--- config.mk ---
export PLATFORM = sky130hd
export DESIGN_NAME = rfa_control
export DESIGN_NICKNAME = d
export VERILOG_FILES = /design/src/rfa_pkg.sv /design/src/rfa_control.sv
export SDC_FILE = /design/constraint.sdc
export NUM_CORES = 1
export LEC_CHECK = 0
export BUFFER_PORTS_ARGS = -buffer_cell sky130_fd_sc_hd__buf_4
export CAP_MARGIN = 20
export CORE_UTILIZATION = 55
export DETAILED_ROUTE_END_ITERATION = 10
export GPL_ROUTABILITY_DRIVEN = 0
export PLACE_DENSITY = 0.8
export SYNTH_ARGS = -nofsm -noshare
export SYNTH_HDL_FRONTEND = slang
export SYNTH_SLANG_ARGS = --single-unit
--- constraint.sdc ---
create_clock -name clk -period 3.35 [get_ports clk]
set_input_delay 0.335 -clock clk [delete_from_list [all_inputs] [get_ports clk]]
set_output_delay 0.335 -clock clk [all_outputs]
set_load 0.01 [all_outputs]
--- src/rfa_pkg.sv ---
// shared types and constants for the rational fraction alu
package rfa_pkg;
  localparam int OperandWidth = 32;
  localparam int MagWidth = 64;

  typedef enum logic [2:0] {
    FUNC_ADD = 3'd0,
    FUNC_SUB = 3'd1,
    FUNC_MUL = 3'd2,
    FUNC_DIV = 3'd3,
    FUNC_CMP = 3'd4
  } func_t;

  typedef enum logic [3:0] {
    CMD_NONE,
    CMD_LOAD,
    CMD_GCD_START,
    CMD_GCD_STEP,
    CMD_DIV_START,
    CMD_DIV_STEP,
    CMD_MUL,
    CMD_APPLY,
    CMD_FINISH
  } cmd_op_t;

  typedef enum logic [3:0] {
    SEL_RED_A,
    SEL_RED_B,
    SEL_LCM,
    SEL_SCALE,
    SEL_MUL,
    SEL_RED_R,
    SEL_CMP
  } sel_t;

  typedef struct packed {
    cmd_op_t op;
    sel_t    sel;
    logic    part;
  } rfa_cmd_t;

  typedef struct packed {
    logic gcd_done;
    logic div_done;
    logic op_err;
    logic num_zero;
  } rfa_status_t;
endpackage

--- src/rfa_control.sv ---
// controller: sequences reduction, scaling and product steps
module rfa_control (
  input  logic                 clk,
  input  logic                 rst,
  input  logic                 in_valid,
  output logic                 in_ready,
  output logic                 out_valid,
  input  logic                 out_ready,
  input  logic [2:0]           func,
  output rfa_pkg::rfa_cmd_t    cmd,
  input  rfa_pkg::rfa_status_t stat
);
  import rfa_pkg::*;

  typedef enum logic [3:0] {
    S_IDLE, S_GSTART, S_GSTEP, S_DSTART, S_DSTEP, S_APPLY,
    S_MUL0, S_MUL1, S_MULW, S_FIN, S_OUT
  } state_t;

  state_t state, state_next;
  sel_t   sel, sel_next;
  logic   part, part_next;
  logic [2:0] fn;

  assign in_ready = (state == S_IDLE) || (state == S_OUT && out_ready);
  assign out_valid = (state == S_OUT);

  always_comb begin
    state_next = state;
    sel_next = sel;
    part_next = part;
    cmd.op = CMD_NONE;
    cmd.sel = sel;
    cmd.part = part;
    case (state)
      S_IDLE, S_OUT: begin
        if (state == S_IDLE || out_ready) state_next = S_IDLE;
        if (in_valid && in_ready) begin
          cmd.op = CMD_LOAD;
          state_next = S_GSTART;
          sel_next = SEL_RED_A;
          part_next = 1'b0;
        end
      end
      S_GSTART: begin
        if (stat.op_err) begin
          state_next = S_FIN;
        end else begin
          cmd.op = CMD_GCD_START;
          state_next = S_GSTEP;
        end
      end
      S_GSTEP: begin
        cmd.op = CMD_GCD_STEP;
        if (stat.gcd_done) state_next = S_DSTART;
      end
      S_DSTART: begin
        cmd.op = CMD_DIV_START;
        state_next = S_DSTEP;
      end
      S_DSTEP: begin
        if (stat.div_done) state_next = S_APPLY;
        else cmd.op = CMD_DIV_STEP;
      end
      S_APPLY: begin
        cmd.op = CMD_APPLY;
        if (sel == SEL_LCM && part) begin
          sel_next = SEL_SCALE;
          part_next = 1'b0;
          state_next = S_MUL0;
        end else if (!part) begin
          part_next = 1'b1;
          state_next = S_DSTART;
        end else if (sel == SEL_RED_A) begin
          sel_next = SEL_RED_B;
          part_next = 1'b0;
          state_next = S_GSTART;
        end else if (sel == SEL_RED_B) begin
          part_next = 1'b0;
          if (fn == 3'(FUNC_ADD) || fn == 3'(FUNC_SUB)) begin
            sel_next = SEL_LCM;
            state_next = S_GSTART;
          end else if (fn == 3'(FUNC_MUL) || fn == 3'(FUNC_DIV)) begin
            sel_next = SEL_MUL;
            state_next = S_MUL0;
          end else if (fn == 3'(FUNC_CMP)) begin
            sel_next = SEL_CMP;
            state_next = S_MUL0;
          end else begin
            state_next = S_FIN;
          end
        end else begin
          state_next = S_FIN;
        end
      end
      S_MUL0: begin
        state_next = S_MULW;
      end
      S_MULW: begin
        cmd.op = CMD_APPLY;
        if (!part) begin
          part_next = 1'b1;
          state_next = S_MUL0;
        end else if (sel == SEL_CMP) begin
          state_next = S_FIN;
        end else begin
          state_next = S_MUL1;
        end
      end
      S_MUL1: begin
        if (stat.num_zero) begin
          state_next = S_FIN;
        end else begin
          sel_next = SEL_RED_R;
          part_next = 1'b0;
          state_next = S_GSTART;
        end
      end
      S_FIN: begin
        cmd.op = CMD_FINISH;
        state_next = S_OUT;
      end
      default: state_next = S_IDLE;
    endcase
  end

  always_ff @(posedge clk) begin
    if (rst) begin
      state <= S_IDLE;
      sel <= SEL_RED_A;
      part <= 1'b0;
      fn <= 3'd0;
    end else begin
      state <= state_next;
      sel <= sel_next;
      part <= part_next;
      if (cmd.op == CMD_LOAD) fn <= func;
    end
  end
endmodule

* After elaboration in Yosys (flattened, before gate mapping)
Index checks and enable logic that the tools add are counted.
Cells by class: reductions and logical operators 17, equal/unequal tests 26, muxes and demuxes 37
Operator list (number):
- $mux W4 | 24
- $pmux W4 S10 | 1
- $pmux W4 S7 | 1
- $eq A4 B3 Y1 const B | 5
- $eq A4 B1 Y1 const B | 3
- $eq A4 B2 Y1 const B | 3
- $eq A4 B4 Y1 const B | 3
- $pmux W4 S3 | 1
- $logic_not A4 Y1 | 2
- $ne A2 B2 Y1 const B | 4
- $mux W1 | 7
- $eq A3 B2 Y1 const B | 2
- $ne A3 B3 Y1 const B | 2
- $ne A6 B6 Y1 const B | 1
- $reduce_and A3 Y1 | 2
- $reduce_and A6 Y1 | 1
- $logic_or A1 B1 Y1 | 4
- $ne A4 B4 Y1 const B | 1
- $pmux W1 S4 | 1
- $reduce_bool A4 Y1 | 1
- $reduce_or A2 Y1 | 2
- $eq A3 B1 Y1 const B | 1
- $eq A3 B3 Y1 const B | 1
- $logic_and A1 B1 Y1 | 3
- 4 further kinds | 4
Word-level totals: register bits after elaboration 12, logic and storage cells 84

* Depth between registers and ports, before layout
Gate-level depths: netlist of run 1.
word-level depth 9, mapped depth 7, gate-level depth less buffers 5

* Least setup slack after synthesis of run 1
No wires, ideal clock.
path type reg2out, start point reg state[3], end point out cmd[5] (netlist name), setup slack 1591 ps, cell stages (with the launch flop) 6, arrival time 1424 ps, data required time 3015 ps, path buffers 1, path through dfxtp_1 clkbuf_1 nand3_1 a21boi_1 nand2_1 o211ai_1
RTL lines:
- from (decl) | line rfa_control.sv:20 | state_t state, state_next;
- from (signal assigned) | line rfa_control.sv:134 | state <= state_next;
- to (decl) | line rfa_control.sv:10 | output rfa_pkg::rfa_cmd_t cmd,

==> results.ini, run 1 <==
[outcome]
status = complete, no violations

[timing]
hold_violations = 0
max_freq_mhz = 411.7
report.final.slew_viol_count = 0
setup_viol = 0
worst_pin_slew_ns = 0.8424
fin_crit_ns = 2.429
rsz0062_at_grt = no
relSlewSlack = 0.4377
period_share = 0.7251
clock_skew_ns = 0.003949
fin_ws_ns = 0.9210
fin_setup_tns_ns = 0
fin_hold_ws_ns = 0.3413

[drt]
met2_length_um = 1302
drtIter0Drc = 62
wl_met1_um = 1100
wire_per_inst_um = 14.73
vias_per_cell = 6.202
ant_nets = 0
dr.pass1.iters = 4
wl_met3_um = 207
wirelength_um = 2622
drc = 0
vias = 1104
top_layer = met4

[worst_setup_path]
slowest_stage = dfxtp_1
crit_type = reg2out
setup.worst_path.end = cmd[5]
path_cells = nand3_1, a21boi_1, nand2_1, o211ai_1, buf_4
reg2reg_from = state[1]$_SDFFE_PP0P_
slowest_delay_ns = 0.87
ff2ff_setup_slack_ns = 1.19
cp_max_fo = 29
regToRegEndpoint = sel[2]$_SDFFE_PP0P_
crit_start = state[1]$_SDFFE_PP0P_
arrival_ns = 2.09
start_kind = flop
end_kind = primary output
reg2reg_depth = 5
crit_required_ns = 3.01

[clocking]
numCtsBuffers = 3
clock_latency_ns = 0.27
clock_path_buffers = 2
htree_levels = 1
cts_tree = built
cts_resized = 0
clk_pin_slew_ns = 0.07
clockRootBuffer = clkbuf_4
cts_hold_buffers = 0
clock_sinks = 11
cts_setup_buffers = 0

[die]
die_h_um = 45.30
dieWidth_um = 45.30
ioPinCount = 22
initial_utilization = 0.5907
coreArea_mm2 = 0.001745
num_rows = 15
dieArea_mm2 = 0.002052

[min_path]
whs_path_depth = 2
min_path_type = in2reg

[cells_and_area]
drive_gt1_frac = 0.2222
nNetsFinal = 165
final_util = 0.6738
antenna_cells = 0
area_growth_pct = 14.08

[global_routing]
antenna_found_initial = 0
grt-ovfl-total = 0
grt_start_max_net_pins = 30
grt_pass1_vias = 957
grt_pass1_wl_um = 4181
groute.usage.overall = 0.2807

[synthesis]
yosysTopAreaCell = dfxtp_1
netlist_area_mm2 = 0.001031
yosysSeqAreaShare = 0.2136
synth.most_common_cell = nand2_1
synth_nets = 152
synth_edf_count = 0
synthFlopType = dfxtp_1
yosysUniqueCellTypes = 49
synthTopCellsByArea = dfxtp_1 (21%), nand2_1 (6.6%), a21oi_1 (5.8%), nor2b_1 (4.9%), nor2_1 (3.6%)
netlist_instances = 141
synth_area_per_cell_um2 = 7.312
ys_warn_count = 0
synthArstFlopShare = 0
ys_seq_elements = 11
synth_top_area_share = 0.2136
synth.cells.most_frequent = nand2_1 (18), a21oi_1 (12), dfxtp_1 (11), nor2_1 (10), nor2b_1 (8)

[place]
dp_hpwl_um = 1907
io_buffers = 20
dp_slack_ns = 1.224

[pwr]
power.internal_mw = 0.4176
irDropWorstVdd_uv = 365.0
sw_frac_of_total = 0.4693
p_per_area_mw_per_mm2 = 669.1
p_clk_frac = 0.112
p_total_mw = 0.7869
p_leak_nw = 0.4228
power_frac_comb = 0.555
p_seq_frac = 0.332
p_switching_mw = 0.3693

[flow_run]
cap_violations = 0

## critical path, delay by kind of cell, from the launching register on
family          cells  cell delay, ns
compound gates      2            0.49
buf+inv             1            0.15
simple gates        2            0.31
flops               1            0.87
## through the flow
stage,cell area (um2),std cells
final,1176,178
after global routing,1176,178
after CTS,1176,178
after detailed placement,1150,174
after global placement,1150,174
after floorplan,1031,141
## area by class of cell
cell class,instances,area [um2]
timing repair buffer,20,150.1
fill,161,569.3
clock buffer,4,26.28
multi-input combinational,117,744.5
sequential,11,220.2
inverter,1,3.754
tap,25,31.28
## layer usage
layer  track usage  vias to the layer above
li1              -                      540
met1        0.3570                      505
met2        0.4928                       55
met3       0.06400                        4
met4       0.03636                        0
met5             0                        -
## cell usage in the layout, fill, tap and decap left out, drive strengths merged, types with 2 or more instances in the layout
master,count
dfxtp,11
a21o,2
o32ai,2
o21ai,7
a211oi,3
a31oi,3
a21oi,14
nand3b,2
nand2b,5
a21boi,2
nor2,11
nor2b,8
nand4bb,2
o21a,2
buf,20
nor3,2
o211ai,3
nand2,18
or2,2
mux2i,3
nand3,7
a221oi,2
clkbuf,4
## kinds of logic (layout without fill, tap and decap cells)
logic type                after synthesis  in the layout  synth area share
and+or+nand+nor                        66             66            0.3568
AOI/OAI and AO/OA                      45             45            0.3131
buffers and inverters                  13             25           0.06431
DFF                                    11             11            0.2136
muxes                                   4              4           0.04005
other                                   1              1          0.003637
xor gates and xnor gates                1              1          0.008497
## flip-flops by register name, summed over array words and instances (netlist names)
signal / count
sel: 3
part: 1
fn: 3
state: 4
## worst min-delay path by stage
stage / from / to
CTS: rst / sel[1]$_SDFFE_PP0P_
floorplan: fn[0]$_SDFFE_PP0N_ / fn[0]$_SDFFE_PP0N_
detailed placement: fn[0]$_SDFFE_PP0N_ / fn[0]$_SDFFE_PP0N_
global route: rst / sel[1]$_SDFFE_PP0P_
global placement: fn[0]$_SDFFE_PP0N_ / fn[0]$_SDFFE_PP0N_
finish: rst / sel[1]$_SDFFE_PP0P_
## power by group through the flow
stage / clock (mW) / combinational, mW / sequential [mW]
6_report: 0.0885 / 0.437 / 0.262
5_1_grt: 0.0985 / 0.478 / 0.272
4_1_cts: 0.0897 / 0.436 / 0.260
3_5_place_dp: 0 / 0.434 / 0.263
3_3_place_gp: 0 / 0.422 / 0.259
2_1_floorplan: 0 / 0.393 / 0.182
Note: power is estimated with default switching activity, not from simulation.
==> run 2, diff against run 1 <==
- ABC_AREA: not set -> 1
- CORE_UTILIZATION: 55 -> 47
- PLACE_DENSITY: 0.8 -> 0.74
- clock period: 3.35 -> 2 ns (I/O delays scaled with it)
==> run 2 against run 1 <==
Via count decreased by 8.4%. Sequential power increased by 35%. Hold slack got worse by 0.19 ns. Critical path type unchanged.
==> results.ini, run 2 <==
[synthesis]
synth.most_common_cell = nand2_1
synth_area_per_cell_um2 = 6.256
yosysSeqAreaShare = 0.2362
synth_top_area_share = 0.2362
ys_seq_elements = 11
synthArstFlopShare = 0
synthFlopType = dfxtp_1
synth.cells.most_frequent = nand2_1 (27), inv_1 (18), nand3_1 (18), nor2_1 (14), dfxtp_1 (11)
synth_nets = 160
netlist_instances = 149
yosysTopAreaCell = dfxtp_1
synthTopCellsByArea = dfxtp_1 (24%), nand2_1 (11%), nand3_1 (9.7%), inv_1 (7.2%), nor2_4 (6.0%)
synth_edf_count = 0
yosysUniqueCellTypes = 24
netlist_area_um2 = 932.1
ys_warn_count = 0

[timing]
period_share = 0.8912
setup_viol = 0
hold_violations = 0
clock_skew_ns = 0.003425
rsz0062_at_grt = no
fin_hold_ws_ns = 0.1477
fin_ws_ns = 0.2176
fin_setup_tns_ns = 0
fin_crit_ns = 1.782
report.final.slew_viol_count = 0
max_freq_mhz = 561.0

[drt]
dr.pass1.iters = 4
wirelength_um = 2287
drc = 0
vias = 1011
wire_per_inst_um = 11.73
drtIter0Drc = 24
ant_nets = 0
vias_per_cell = 5.185

[cells_and_area]
regMostFlops = state
final_cell_mix = nand2_1 (27), buf_4 (20), inv_1 (18), nand3_1 (18), nor2_1 (14)
antenna_cells = 0
nNetsFinal = 182
area_growth_pct = 20.13
largest_reg_flops = 4
drive_gt1_frac = 0.3059
reg_top3 = state x4, fn x3, sel x3
final_common_cell = nand2_1

[clocking]
cts_setup_buffers = 0
clock_latency_ns = 0.27
clk_pin_slew_ns = 0.07
htree_levels = 1
clock_path_buffers = 2
numCtsBuffers = 3
cts_resized = 0
clockRootBuffer = clkbuf_4
cts_hold_buffers = 0
cts_tree = built
clock_sinks = 11

[pwr]
p_per_area_mw_per_mm2 = 1403
irDropWorstVdd_uv = 794.5
p_leak_nw = 0.5678
p_total_mw = 1.571

[die]
coreArea_mm2 = 0.001783
die_h_um = 46.54
dieArea_mm2 = 0.002166
num_rows = 15
initial_utilization = 0.5228
dieWidth_um = 46.54
ioPinCount = 22

[global_routing]
grt_pass1_wl_um = 3567
grt_pass1_vias = 891
grt_start_max_net_pins = 10
grt-ovfl-total = 0
groute.usage.overall = 0.2346
antenna_found_initial = 0

[worst_setup_path]
end_kind = primary output
arrival_ns = 1.58
slowest_stage = dfxtp_1
slowest_delay_ns = 0.39
cp_max_fo = 9
crit_family = simple AND/OR/NAND/NOR gates
critical_path_buf_inv_count = 4
path_cells = inv_1, nand2_1, inv_2, nand2_4, inv_4, nor3_1, o21ai_0, buf_4
crit_type = reg2out
start_kind = flop
crit_required_ns = 1.80

[flow_run]
cap_violations = 0

[place]
io_buffers = 20
dp_hpwl_um = 1930
dp_slack_ns = 0.5217

[outcome]
status = complete, no violations

[min_path]
min_path_type = in2reg

==> run 2: cell count changes in the layout (fill, tap and decap cells not counted), moves of 5 or more <==
cell,change
nor2_4,+5
nand2b_1,-5
nand2_2,+5
nand3_1,+12
inv_1,+17
nor2_2,+7
nor2b_1,-8
nand2_1,+9
==> run 2: layer usage <==
metal / part of all wire / up-vias / global-route usage
met5: 0 / - / 0
met4: 0.031 / 0 / 0.1294
met3: 0.050 / 9 / 0.02353
met2: 0.49 / 36 / 0.4194
met1: 0.42 / 439 / 0.2657
li1: - / 527 / -
==> run 2: final timing paths <==
check                                      startpoint                     to  slack (ns)  depth (start not counted)
worst max register to register      part$_SDFFE_PP0P_    sel[2]$_SDFFE_PP0P_        0.54                          7
worst min register to register     fn[0]$_SDFFE_PP0N_     fn[0]$_SDFFE_PP0N_        0.47                          2
worst max-delay path            state[1]$_SDFFE_PP0P_                 cmd[7]        0.22                          8
worst min-delay path                              rst  state[1]$_SDFFE_PP0P_        0.15                          2
==> run 2: cell families after synthesis <==
kind of cell | count (synthesis) | share of synthesized area
other | 1 | 0.004023
buffers and inverters | 25 | 0.1127
DFF | 11 | 0.2362
and+or+nand+nor | 92 | 0.5275
AOI/OAI and AO/OA | 20 | 0.1195
==> run 2: final cells by class <==
cell class | instances | area (um2)
clock buffer | 4 | 26.28
fill | 179 | 663.1
inverter | 22 | 85.08
multi-input combinational | 113 | 606.8
sequential | 11 | 220.2
tap | 25 | 31.28
timing repair buffer | 20 | 150.1
==> run 2: report_power, final <==
group / total, mW / internal (mW) / switching [mW] / leakage [nW]
Sequential: 0.353 / 0.288 / 0.0655 / 0.0903
Combinational: 1.06 / 0.403 / 0.658 / 0.462
Clock: 0.157 / 0.0773 / 0.0796 / 0.0150
==> run 2: metrics by stage <==
| step | util | cell area [um2] | cells |
|---|---|---|---|
| 6_report | 0.6281 | 1120 | 195 |
| 5_1_grt | 0.6281 | 1120 | 195 |
| 4_1_cts | 0.6281 | 1120 | 195 |
| 3_5_place_dp | 0.6133 | 1094 | 191 |
| 3_3_place_gp | 0.6133 | 1094 | 191 |
| 2_1_floorplan | - | 932.1 | 149 |
